### src/sv/rdc_pkg.sv
// Shared types and constants of the radix digit converter.
// Used by every module of the block; depends on nothing.
package rdc_pkg;

  localparam int VALUE_WIDTH = 31;
  localparam int BASE_WIDTH  = 16;
  localparam int DIGIT_DEPTH = 31;

  localparam int DEPTH_W = $clog2(DIGIT_DEPTH + 1);
  localparam int IDX_W   = $clog2(DIGIT_DEPTH);
  localparam int CNT_W   = $clog2(VALUE_WIDTH + 1);

  localparam logic [DEPTH_W-1:0] TOP_SLOT = DEPTH_W'(DIGIT_DEPTH - 1);
  localparam logic [CNT_W-1:0]   LAST_BIT = CNT_W'(VALUE_WIDTH - 1);

  typedef struct packed {
    logic [VALUE_WIDTH-1:0] value;
    logic [BASE_WIDTH-1:0]  base;
  } in_t;

  typedef struct packed {
    logic [BASE_WIDTH-1:0] digit;
    logic                  last;
    logic                  error;
  } out_t;

  // Commands from the controller to the datapath.
  typedef struct packed {
    logic load_in;
    logic div_start;
    logic push;
    logic rd_req;
    logic load_digit;
    logic load_err;
  } cmd_t;

  // Status from the datapath to the controller.
  typedef struct packed {
    logic in_bad;
    logic div_done;
    logic quot_zero;
    logic full;
    logic stack_empty;
  } status_t;

endpackage

### src/sv/rdc_divider.sv
// Iterative restoring divider: one quotient bit per cycle.
// Depends on rdc_pkg for widths.
module rdc_divider (
  input  logic                               clk,
  input  logic                               rst_n,
  input  logic                               start,
  input  logic [rdc_pkg::VALUE_WIDTH-1:0]    dividend,
  input  logic [rdc_pkg::BASE_WIDTH-1:0]     divisor,
  output logic                               done,
  output logic [rdc_pkg::VALUE_WIDTH-1:0]    quotient,
  output logic [rdc_pkg::BASE_WIDTH-1:0]     remainder
);

  logic                              busy_r, busy_nxt;
  logic                              done_r, done_nxt;
  logic [rdc_pkg::CNT_W-1:0]         cnt_r, cnt_nxt;
  logic [rdc_pkg::VALUE_WIDTH-1:0]   quo_r, quo_nxt;
  logic [rdc_pkg::BASE_WIDTH-1:0]    rem_r, rem_nxt;
  logic [rdc_pkg::BASE_WIDTH-1:0]    div_r, div_nxt;
  logic [rdc_pkg::BASE_WIDTH:0]      shifted;
  logic [rdc_pkg::BASE_WIDTH:0]      diff;
  logic                              fits;

  assign shifted = {rem_r, quo_r[rdc_pkg::VALUE_WIDTH-1]};
  assign fits    = shifted >= {1'b0, div_r};
  assign diff    = shifted - {1'b0, div_r};

  always_comb begin
    busy_nxt = busy_r;
    done_nxt = 1'b0;
    cnt_nxt  = cnt_r;
    quo_nxt  = quo_r;
    rem_nxt  = rem_r;
    div_nxt  = div_r;
    if (start) begin
      busy_nxt = 1'b1;
      cnt_nxt  = '0;
      quo_nxt  = dividend;
      rem_nxt  = '0;
      div_nxt  = divisor;
    end else if (busy_r) begin
      // The remainder stays below the divisor, so the shifted value needs one extra bit.
      rem_nxt = fits ? diff[rdc_pkg::BASE_WIDTH-1:0] : shifted[rdc_pkg::BASE_WIDTH-1:0];
      quo_nxt = {quo_r[rdc_pkg::VALUE_WIDTH-2:0], fits};
      cnt_nxt = cnt_r + 1'b1;
      if (cnt_r == rdc_pkg::LAST_BIT) begin
        busy_nxt = 1'b0;
        done_nxt = 1'b1;
      end
    end
  end

  always_ff @(posedge clk) begin
    if (!rst_n) begin
      busy_r <= 1'b0;
      done_r <= 1'b0;
      cnt_r  <= '0;
    end else begin
      busy_r <= busy_nxt;
      done_r <= done_nxt;
      cnt_r  <= cnt_nxt;
    end
    quo_r <= quo_nxt;
    rem_r <= rem_nxt;
    div_r <= div_nxt;
  end

  assign done      = done_r;
  assign quotient  = quo_r;
  assign remainder = rem_r;

endmodule

### src/sv/rdc_datapath.sv
// Datapath: input registers, divider, digit stack and output register.
// Depends on rdc_pkg and rdc_divider; driven by commands from rdc_ctrl.
module rdc_datapath (
  input  logic             clk,
  input  logic             rst_n,
  input  rdc_pkg::in_t     in_data,
  input  rdc_pkg::cmd_t    cmd,
  output rdc_pkg::status_t status,
  output rdc_pkg::out_t    out_data
);

  logic [rdc_pkg::VALUE_WIDTH-1:0] quot_r, quot_nxt;
  logic [rdc_pkg::BASE_WIDTH-1:0]  base_r, base_nxt;
  logic [rdc_pkg::DEPTH_W-1:0]     depth_r, depth_nxt;
  logic [rdc_pkg::DEPTH_W-1:0]     depth_m1;
  logic [rdc_pkg::BASE_WIDTH-1:0]  rd_data_r;
  rdc_pkg::out_t                   out_r, out_nxt;

  logic [rdc_pkg::BASE_WIDTH-1:0]  stack_mem [rdc_pkg::DIGIT_DEPTH];

  logic                            div_done;
  logic [rdc_pkg::VALUE_WIDTH-1:0] div_quot;
  logic [rdc_pkg::BASE_WIDTH-1:0]  div_rem;

  rdc_divider u_div (
    .clk       (clk),
    .rst_n     (rst_n),
    .start     (cmd.div_start),
    .dividend  (quot_r),
    .divisor   (base_r),
    .done      (div_done),
    .quotient  (div_quot),
    .remainder (div_rem)
  );

  assign depth_m1 = depth_r - 1'b1;

  always_comb begin
    quot_nxt  = quot_r;
    base_nxt  = base_r;
    depth_nxt = depth_r;
    out_nxt   = out_r;
    if (cmd.load_in) begin
      quot_nxt  = in_data.value;
      base_nxt  = in_data.base;
      depth_nxt = '0;
    end
    if (cmd.push) begin
      quot_nxt  = div_quot;
      depth_nxt = depth_r + 1'b1;
    end
    if (cmd.rd_req) begin
      depth_nxt = depth_m1;
    end
    if (cmd.load_digit) begin
      out_nxt.digit = rd_data_r;
      out_nxt.last  = (depth_r == '0);
      out_nxt.error = 1'b0;
    end
    if (cmd.load_err) begin
      // An error result also empties the stack.
      out_nxt.digit = '0;
      out_nxt.last  = 1'b1;
      out_nxt.error = 1'b1;
      depth_nxt     = '0;
    end
  end

  always_ff @(posedge clk) begin
    if (!rst_n) begin
      depth_r <= '0;
    end else begin
      depth_r <= depth_nxt;
    end
    quot_r <= quot_nxt;
    base_r <= base_nxt;
    out_r  <= out_nxt;
  end

  always_ff @(posedge clk) begin
    if (cmd.push) begin
      stack_mem[depth_r[rdc_pkg::IDX_W-1:0]] <= div_rem;
    end
    if (cmd.rd_req) begin
      rd_data_r <= stack_mem[depth_m1[rdc_pkg::IDX_W-1:0]];
    end
  end

  assign status.in_bad      = (quot_r == '0) || (base_r < rdc_pkg::BASE_WIDTH'(2));
  assign status.div_done    = div_done;
  assign status.quot_zero   = (div_quot == '0);
  assign status.full        = (depth_r == rdc_pkg::TOP_SLOT);
  assign status.stack_empty = (depth_r == '0);

  assign out_data = out_r;

endmodule

### src/sv/rdc_ctrl.sv
// Controller state machine: sequences division, stack pops and result transactions.
// Depends on rdc_pkg; talks to rdc_datapath through command and status structs.
module rdc_ctrl (
  input  logic             clk,
  input  logic             rst_n,
  input  logic             in_valid,
  output logic             in_stall,
  output logic             out_valid,
  input  logic             out_stall,
  input  rdc_pkg::status_t status,
  output rdc_pkg::cmd_t    cmd
);

  typedef enum logic [2:0] {
    S_IDLE,
    S_CHECK,
    S_DIV_START,
    S_DIV_WAIT,
    S_READ,
    S_LOAD,
    S_SEND
  } state_t;

  state_t state_r, state_nxt;
  logic   out_valid_r, out_valid_nxt;

  always_comb begin
    state_nxt     = state_r;
    out_valid_nxt = out_valid_r;
    cmd           = '0;
    unique case (state_r)
      S_IDLE: begin
        if (in_valid) begin
          cmd.load_in = 1'b1;
          state_nxt   = S_CHECK;
        end
      end
      S_CHECK: begin
        if (status.in_bad) begin
          cmd.load_err  = 1'b1;
          out_valid_nxt = 1'b1;
          state_nxt     = S_SEND;
        end else begin
          state_nxt = S_DIV_START;
        end
      end
      S_DIV_START: begin
        cmd.div_start = 1'b1;
        state_nxt     = S_DIV_WAIT;
      end
      S_DIV_WAIT: begin
        if (status.div_done) begin
          cmd.push = 1'b1;
          if (status.quot_zero) begin
            state_nxt = S_READ;
          end else if (status.full) begin
            // Digits remain but the stack is out of room.
            cmd.load_err  = 1'b1;
            out_valid_nxt = 1'b1;
            state_nxt     = S_SEND;
          end else begin
            state_nxt = S_DIV_START;
          end
        end
      end
      S_READ: begin
        cmd.rd_req = 1'b1;
        state_nxt  = S_LOAD;
      end
      S_LOAD: begin
        cmd.load_digit = 1'b1;
        out_valid_nxt  = 1'b1;
        state_nxt      = S_SEND;
      end
      S_SEND: begin
        if (!out_stall) begin
          out_valid_nxt = 1'b0;
          state_nxt     = status.stack_empty ? S_IDLE : S_READ;
        end
      end
      default: begin
        state_nxt     = S_IDLE;
        out_valid_nxt = 1'b0;
      end
    endcase
  end

  always_ff @(posedge clk) begin
    if (!rst_n) begin
      state_r     <= S_IDLE;
      out_valid_r <= 1'b0;
    end else begin
      state_r     <= state_nxt;
      out_valid_r <= out_valid_nxt;
    end
  end

  assign in_stall  = (state_r != S_IDLE);
  assign out_valid = out_valid_r;

endmodule

### src/sv/radix_digit_converter.sv
// Top level of the radix digit converter: controller plus datapath.
// Depends on rdc_pkg, rdc_ctrl, rdc_datapath and rdc_divider.
//
// Usage: an input transaction on in_valid/in_stall carries a value and a base.
// The block converts the value by repeated division and returns one output
// transaction per digit on out_valid/out_stall, most significant digit first,
// with last set on the final digit. A zero value or a base below two gives a
// single transaction with digit zero, last and error set.
//
// in_stall is low only while the block is idle, so one item is worked on at a
// time. Each digit costs one division in the bit-serial divider, which sets
// the rate; each digit is then popped from the stack (S_READ), loaded into the
// output register (S_LOAD) and presented (S_SEND) until the receiver takes it.
//
// Reset (rst_n low at a clock edge) returns the block to idle with an empty
// stack and no pending output. While out_stall is high the presented digit and
// out_valid hold and no further digit is popped.
module radix_digit_converter (
  input  logic          clk,
  input  logic          rst_n,
  input  logic          in_valid,
  output logic          in_stall,
  input  rdc_pkg::in_t  in_data,
  output logic          out_valid,
  input  logic          out_stall,
  output rdc_pkg::out_t out_data
);

  rdc_pkg::cmd_t    cmd;
  rdc_pkg::status_t status;

  rdc_ctrl u_ctrl (
    .clk       (clk),
    .rst_n     (rst_n),
    .in_valid  (in_valid),
    .in_stall  (in_stall),
    .out_valid (out_valid),
    .out_stall (out_stall),
    .status    (status),
    .cmd       (cmd)
  );

  rdc_datapath u_dp (
    .clk      (clk),
    .rst_n    (rst_n),
    .in_data  (in_data),
    .cmd      (cmd),
    .status   (status),
    .out_data (out_data)
  );

endmodule
### config.mk
export PLATFORM = sky130hd
export DESIGN_NAME = radix_digit_converter
export DESIGN_NICKNAME = d
export VERILOG_FILES = /design/src/sv/rdc_pkg.sv /design/src/sv/rdc_divider.sv /design/src/sv/rdc_datapath.sv /design/src/sv/rdc_ctrl.sv /design/src/sv/radix_digit_converter.sv
export SDC_FILE = /design/constraint.sdc
export NUM_CORES = 1
export LEC_CHECK = 0
export BUFFER_PORTS_ARGS = -buffer_cell sky130_fd_sc_hd__buf_2
export CORE_MARGIN = 5
export CORE_UTILIZATION = 40
export CTS_CLUSTER_DIAMETER = 150
export CTS_CLUSTER_SIZE = 40
export DETAILED_ROUTE_END_ITERATION = 8
export MAX_ROUTING_LAYER = met4
export SKIP_LAST_GASP = 1
export SLEW_MARGIN = 20
export SYNTH_ARGS = -nofsm -noshare
export SYNTH_HDL_FRONTEND = slang
export SYNTH_SLANG_ARGS = --single-unit
export TNS_END_PERCENT = 100
### constraint.sdc
create_clock -name clk -period 5.4 [get_ports clk]
set_input_delay 0.54 -clock clk [delete_from_list [all_inputs] [get_ports clk]]
set_output_delay 0.54 -clock clk [all_outputs]
set_load 0.005 [all_outputs]
==> impl_metrics.env, run 1 <==
export IMPL_status="complete, no violations"
export IMPL_cts_hold_buffers=0
export IMPL_routabilityCongestion=0.789
export IMPL_grt_antenna_before_repair=2
export IMPL_clock_skew_ns=0.0338
export IMPL_reg2reg_depth=6
export IMPL_clkSinkCount=656
export IMPL_synth_seq_area_share_pct=72.9
export IMPL_dp_final_hpwl_mm=35.1
export IMPL_design_power_total_mw=9.89
export IMPL_classification_of_the_worst_slack_hold_path="in -> reg"
export IMPL_synthFlopType="edfxtp_1"
export IMPL_drc=0
export IMPL_route_vias_total=13600
export IMPL_first_pass_grt_wire_length_mm=87.6
export IMPL_share_comb_of_total_power_pct=13.3
export IMPL_wirelength_mm=59.3
export IMPL_cts_path_max_buffers=3
export IMPL_global_route_usage_met2_pct=27.8
export IMPL_floorplan_initialDensity_pct=40.2
export IMPL_worst_r2r_setup_slack_ns=1.63
export IMPL_instances_no_fill=2480
export IMPL_core_region_area_sq_um=65500
export IMPL_number_of_enable_type_register_cells_in_the_synthesized_netlist=606
export IMPL_drt_iter0_markers=1377
export IMPL_source_to_sink_clock_delay_at_the_later_pin_of_the_worst_skew_pair_ns=0.59
export IMPL_critPathCaptureType="register"
export IMPL_firstDrtPassIters=5
export IMPL_regToRegEndpoint="u_dp.rd_data_r[10]"
export IMPL_final_common_cell="edfxtp_1"
export IMPL_post_synth_inst_count=1531
export IMPL_met1_usage_pct=23.0
export IMPL_placed_cells=2442
export IMPL_cts_root_buffer="clkbuf_16"
export IMPL_layout_common_cells="606 x edfxtp_1, 247 x nand2_1, 144 x mux4_2"
export IMPL_p_clk_share_pct=22.3
export IMPL_placement_rows=94
export IMPL_power_density_cell_area_nw_per_um2=346
export IMPL_power_leakage_nw=9.22
export IMPL_post_drt_via_cell_ratio=5.49
export IMPL_min_delay_start="in_data[0]"
export IMPL_p_sw_share_pct=26.1
export IMPL_crit_path_max_fanout=40
export IMPL_min_delay_worst_endpoint="u_dp.base_r[0]"
export IMPL_max_cap_check_violation_count=0
export IMPL_arrival_ns=4.12
export IMPL_layout_min_cycle_time_ns=3.77
export IMPL_yosys_register_bits=656
export IMPL_clkSlewWorstSetupHoldPaths_ns=0.15
export IMPL_intPower_mw=7.31
export IMPL_antenna_left=0
export IMPL_area_growth_synth_to_final_pct=8.66
export IMPL_place_port_buffers=70
export IMPL_finalCritPeriodShare_pct=69.8
export IMPL_floorplan_die_area_sq_um=71000
export IMPL_pin_count_of_the_biggest_net_entering_global_routing=83
export IMPL_grt_setup_unrepaired="false"
export IMPL_ctsHtreeMaxLevel=1
export IMPL_net_switching_power_mw=2.58
export IMPL_yosysWarnings=0
export IMPL_tightest_slew_ns=1.04
export IMPL_met3_track_demand_over_resource_pct=2.65
export IMPL_design_area_sq_um=28600
export IMPL_top_usage_layer="met2"
export IMPL_gr_total_overflow=0
export IMPL_first_global_vias=13600
export IMPL_timing_final_max_slew_violations=0
export IMPL_cts_made_buffers=20
export IMPL_synth_nets=1606
export IMPL_wl_per_cell_um=23.9
export IMPL_postSynthAreaPerCell_sq_um=17.2
export IMPL_crit_reg2reg_launch="u_dp.depth_r[0]"
export IMPL_vert_die_dim_um=267
export IMPL_min_delay_path_depth=1
export IMPL_postCtsSetupBuffers=0
export IMPL_hold_viol=0
export IMPL_cts_tree="built"
export IMPL_boundaryPins=71
export IMPL_fmaxAchievable_mhz=265
export IMPL_ir_worst_vdd_mv=0.248
export IMPL_num_nets_final=1675
export IMPL_area_of_placed_instances_sq_um=28000
export IMPL_power_frac_seq_pct=64.4
export IMPL_crit_type="reg -> reg"
export IMPL_cp_start_kind="register"
export IMPL_netlist_cell_type_count=58
export IMPL_max_slew_margin_pct=30.5
export IMPL_post_cts_resize_count=0
export IMPL_global_route_usage_total_pct=16.8
export IMPL_netlist_area_sq_um=26300
export IMPL_timing_setup_tns_ns=0
export IMPL_final_layout_size_suffix_gt1_share_pct=21.3
export IMPL_die_width_um=267
export IMPL_cp_data_required_time_ns=5.75
export IMPL_post_synthesis_async_set_or_reset_flop_share_pct=0
export IMPL_setup_violations_final=0
-- per-layer routing --
metal / routed length [um] / vias to the layer above
li1: - / 6071
met2: 29300 / 454
met3: 3800 / 40
met4: 796 / 0
met5: 0 / -
met1: 25400 / 7043
-- synth_stat cells (2+ instances only) --
| library cell | n | area, sq um |
|---|---|---|
| a211o_1 | 2 | 17.5 |
| a211oi_1 | 2 | 15.0 |
| a21o_1 | 4 | 30.0 |
| a21oi_1 | 62 | 310 |
| a221oi_1 | 2 | 17.5 |
| a31oi_1 | 3 | 18.8 |
| a32oi_1 | 3 | 26.3 |
| and2_1 | 3 | 18.8 |
| and3_1 | 3 | 18.8 |
| buf_1 | 11 | 41.3 |
| buf_2 | 12 | 60.1 |
| buf_6 | 2 | 22.5 |
| clkbuf_1 | 49 | 184 |
| dfxtp_1 | 50 | 1000 |
| edfxtp_1 | 606 | 18200 |
| ha_1 | 23 | 288 |
| inv_1 | 28 | 105 |
| mux2_2 | 16 | 180 |
| mux2i_1 | 22 | 220 |
| mux4_2 | 144 | 3240 |
| nand2_1 | 247 | 927 |
| nand2b_1 | 7 | 43.8 |
| nand3_1 | 14 | 70.1 |
| nand3b_1 | 5 | 37.5 |
| nand4_1 | 15 | 93.8 |
| nand4b_1 | 2 | 17.5 |
| nor2_1 | 82 | 308 |
| nor2b_1 | 3 | 18.8 |
| nor3_1 | 10 | 50.1 |
| nor4_1 | 18 | 113 |
| o2111ai_1 | 3 | 26.3 |
| o211ai_1 | 3 | 22.5 |
| o21a_1 | 2 | 15.0 |
| o21ai_0 | 23 | 115 |
| o22ai_1 | 2 | 12.5 |
| o311ai_0 | 6 | 52.6 |
| o31ai_1 | 2 | 15.0 |
| o41ai_1 | 2 | 17.5 |
| or3_1 | 3 | 18.8 |
| or3b_2 | 2 | 17.5 |
| xnor2_1 | 9 | 78.8 |
| xor2_1 | 8 | 70.1 |
-- registers in the layout, summed over array words and instances (netlist names) --
register	flops
u_ctrl.out_valid	1
u_ctrl.state_r	3
u_dp.base_r	16
u_dp.depth_r	5
u_dp.out_data	18
u_dp.quot_r	31
u_dp.rd_data_r	16
u_dp.stack_mem	496
u_dp.u_div.busy_r	1
u_dp.u_div.cnt_r	5
u_dp.u_div.div_r	16
u_dp.u_div.done	1
u_dp.u_div.quotient	31
u_dp.u_div.remainder	16
-- stage by stage --
stage,setup slack [ns],hold slack [ns],utilization (%)
floorplan,1.89,0.400,-
global placement,1.61,0.412,42.7
detailed placement,1.58,0.424,42.7
CTS,1.56,0.0881,43.6
global route,1.44,0.0789,43.7
finish,1.63,0.117,43.7
-- area by class of cell --
type                       count  area, sq um
antenna                        2         5.00
fill                        5654        36900
timing repair buffer         122          766
tap                          864         1080
clock buffer                  35          578
inverter                      28          105
clock inverter                 1         30.0
sequential                   656        19200
multi-input combinational    772         6830
-- worst max path at each step --
stage                          startpoint            endpoint  slack [ns]  cells after the start
after floorplan           u_dp.depth_r[0]  u_dp.rd_data_r[10]        1.89                     11
after global placement    u_dp.depth_r[0]   u_dp.rd_data_r[8]        1.61                      6
after detailed placement  u_dp.depth_r[0]   u_dp.rd_data_r[8]        1.58                      6
after CTS                 u_dp.depth_r[0]  u_dp.rd_data_r[10]        1.56                      6
after global routing      u_dp.depth_r[0]  u_dp.rd_data_r[10]        1.44                      6
final                     u_dp.depth_r[0]  u_dp.rd_data_r[10]        1.63                      6
-- worst max-delay path, stage by stage, from the launching register on --
cell	delay, ns
dfxtp_4	0.87
inv_1	0.24
ha_4	0.63
buf_4	0.53
mux4_2	0.40
mux4_2	0.51
mux2_2	0.28
-- cell families after synthesis --
kind of cell / count (synthesis) / synth area share [%]
and+or+nand+nor: 416 / 6.71
AOI/OAI and AO/OA: 133 / 3.17
xor gates and xnor gates: 17 / 0.566
muxes: 182 / 13.8
buffers and inverters: 103 / 1.60
DFF: 656 / 72.9
adders and majority gates: 24 / 1.17
-- power by group through the flow --
stage          combinational, mW  clock [mW]  sequential (mW)
2_1_floorplan              0.648           0             6.60
4_1_cts                     1.32        2.26             6.37
6_report                    1.32        2.20             6.37
3_5_place_dp                1.32           0             6.48
5_1_grt                     1.45        2.44             6.39
3_3_place_gp                1.26           0             6.47
Power figures use the tool's default switching activity.
==> run 2, diff against run 1 <==
clock period = 3.69 ns   (was 5.4 ns; I/O delays follow)
==> impl_metrics.env, run 2 (synthesized netlist as in run 1, its figures left out) <==
export IMPL_status="complete, no violations"
export IMPL_source_to_sink_clock_delay_at_the_later_pin_of_the_worst_skew_pair_ns=0.59
export IMPL_gr_total_overflow=0
export IMPL_firstDrtPassIters=5
export IMPL_die_width_um=267
export IMPL_crit_start="u_dp.depth_r[1]"
export IMPL_finalCritPeriodShare_pct=80.0
export IMPL_fmaxAchievable_mhz=339
export IMPL_placement_rows=94
export IMPL_layout_common_cells="606 x edfxtp_1, 247 x nand2_1, 144 x mux4_2"
export IMPL_timing_setup_tns_ns=0
export IMPL_smallest_setup_slack_after_layout_ns=0.738
export IMPL_hold_viol=0
export IMPL_grt_setup_unrepaired="false"
export IMPL_wirelength_mm=60.8
export IMPL_area_growth_synth_to_final_pct=10.0
export IMPL_cp_start_kind="register"
export IMPL_first_global_vias=14000
export IMPL_arrival_ns=3.30
export IMPL_max_cap_check_violation_count=0
export IMPL_route_vias_total=13900
export IMPL_drt_iter0_markers=1488
export IMPL_pin_count_of_the_biggest_net_entering_global_routing=86
export IMPL_wl_per_cell_um=24.2
export IMPL_grt_antenna_before_repair=0
export IMPL_cts_tree="built"
export IMPL_boundaryPins=71
export IMPL_antenna_left=0
export IMPL_setup_violations_final=0
export IMPL_ctsHtreeMaxLevel=1
export IMPL_clkSinkCount=656
export IMPL_instances_no_fill=2513
export IMPL_worst_path_largest_cell_delay_ns=0.59
export IMPL_cts_root_buffer="clkbuf_16"
export IMPL_dp_final_hpwl_mm=36.3
export IMPL_crit_type="reg -> reg"
export IMPL_power_density_cell_area_nw_per_um2=500
export IMPL_critPathCaptureType="register"
export IMPL_pre_cts_ws_ns=0.786
export IMPL_routabilityCongestion=0.812
export IMPL_drc=0
export IMPL_timing_final_max_slew_violations=0
export IMPL_global_route_usage_total_pct=17.3
export IMPL_core_region_area_sq_um=65500
export IMPL_place_port_buffers=70
export IMPL_insertedDiodeCount=0
export IMPL_post_cts_resize_count=0
export IMPL_cts_path_max_buffers=3
export IMPL_tightest_slew_ns=0.997
export IMPL_classification_of_the_worst_slack_hold_path="in -> reg"
export IMPL_critPathSlowestCell="ha_4"
export IMPL_first_pass_grt_wire_length_mm=90.0
export IMPL_vert_die_dim_um=267
export IMPL_cpMostUsedCell="mux4_2"
export IMPL_placed_cells=2459
export IMPL_crit_path_max_fanout=55
export IMPL_hold_ws_ns=0.0305
export IMPL_max_slew_margin_pct=33.6
export IMPL_cp_data_required_time_ns=4.04
export IMPL_crit_reg2reg_launch="u_dp.depth_r[1]"
export IMPL_final_layout_size_suffix_gt1_share_pct=21.7
export IMPL_floorplan_initialDensity_pct=40.2
export IMPL_crit_chain="inv_1 > ha_4 > buf_12 > mux4_2 > mux4_2 > mux2_2"
export IMPL_clock_skew_ns=0.0292
export IMPL_largest_register_ff_count=496
export IMPL_num_nets_final=1710
export IMPL_post_drt_via_cell_ratio=5.52
export IMPL_floorplan_die_area_sq_um=71000
export IMPL_ir_worst_vdd_mv=0.481
export IMPL_final_fill_count=5652
export IMPL_cts_made_buffers=20
export IMPL_min_delay_start="in_data[33]"
export IMPL_power_leakage_nw=9.40
export IMPL_clkSlewWorstSetupHoldPaths_ns=0.15
export IMPL_layout_min_cycle_time_ns=2.95
export IMPL_final_common_cell="edfxtp_1"
export IMPL_design_power_total_mw=14.5
run 2: cell types whose count changed in the layout (fill, tap and decap cells not counted), sizes merged:
cell and delta:
buf +17, diode -2, dlygate4sd3 +18
run 2: per-layer routing:
metal / track usage, % / vias to the layer above / share of wire, %
li1: - / 6147 / -
met1: 25.3 / 7207 / 44
met2: 27.4 / 462 / 48
met3: 2.16 / 53 / 6.7
met4: 2.46 / 0 / 1.6
met5: - / - / 0
run 2: what timing repair did:
| item | CTS | global route |
|---|---|---|
| setup buffers | 0 | 0 |
| hold buffers | 18 | 0 |
| endpoints found under the hold margin | 18 | 0 |
run 2: per-stage QoR:
stage          utilization (%)  area (sq um)
2_1_floorplan                -         26300
3_3_place_gp              43.0         28200
3_5_place_dp              43.0         28200
4_1_cts                   44.2         29000
5_1_grt                   44.2         29000
6_report                  44.2         29000
run 2: cell type report:
class / instances / area (sq um) / share of cell area, %
flip-flops and latches: 656 / 19200 / 66.3
clock inverters: 1 / 30.0 / 0.104
repair buffers: 157 / 1160 / 4.01
inverters: 28 / 105 / 0.363
multi-input cells: 772 / 6800 / 23.5
well taps: 864 / 1080 / 3.73
clock buffers: 35 / 578 / 2.00
run 2: final timing paths:
path,end,cells past startpoint,slack [ns]
setup / recovery,u_dp.rd_data_r[11],6,0.74
hold / removal,u_dp.quot_r[17],3,0.03
setup reg to reg,u_dp.rd_data_r[11],6,0.74
hold reg to reg,u_dp.out_data[5],2,0.46
run 2: where the power goes:
group          internal (mW)  switching (mW)  total, mW  leakage [nW]
clock                   1.11            2.12       3.23         0.287
combinational          0.589            1.48       2.07          3.12
sequential              9.04           0.135       9.18          5.99
total                   10.7            3.74       14.5          9.40
run 2: worst max-delay path, delay by kind of cell (launching register included):
family     cells  cell delay (ns)
fa+ha+maj      1             0.59
buf+inv        2             0.51
flops          1             0.47
mux            3             1.13
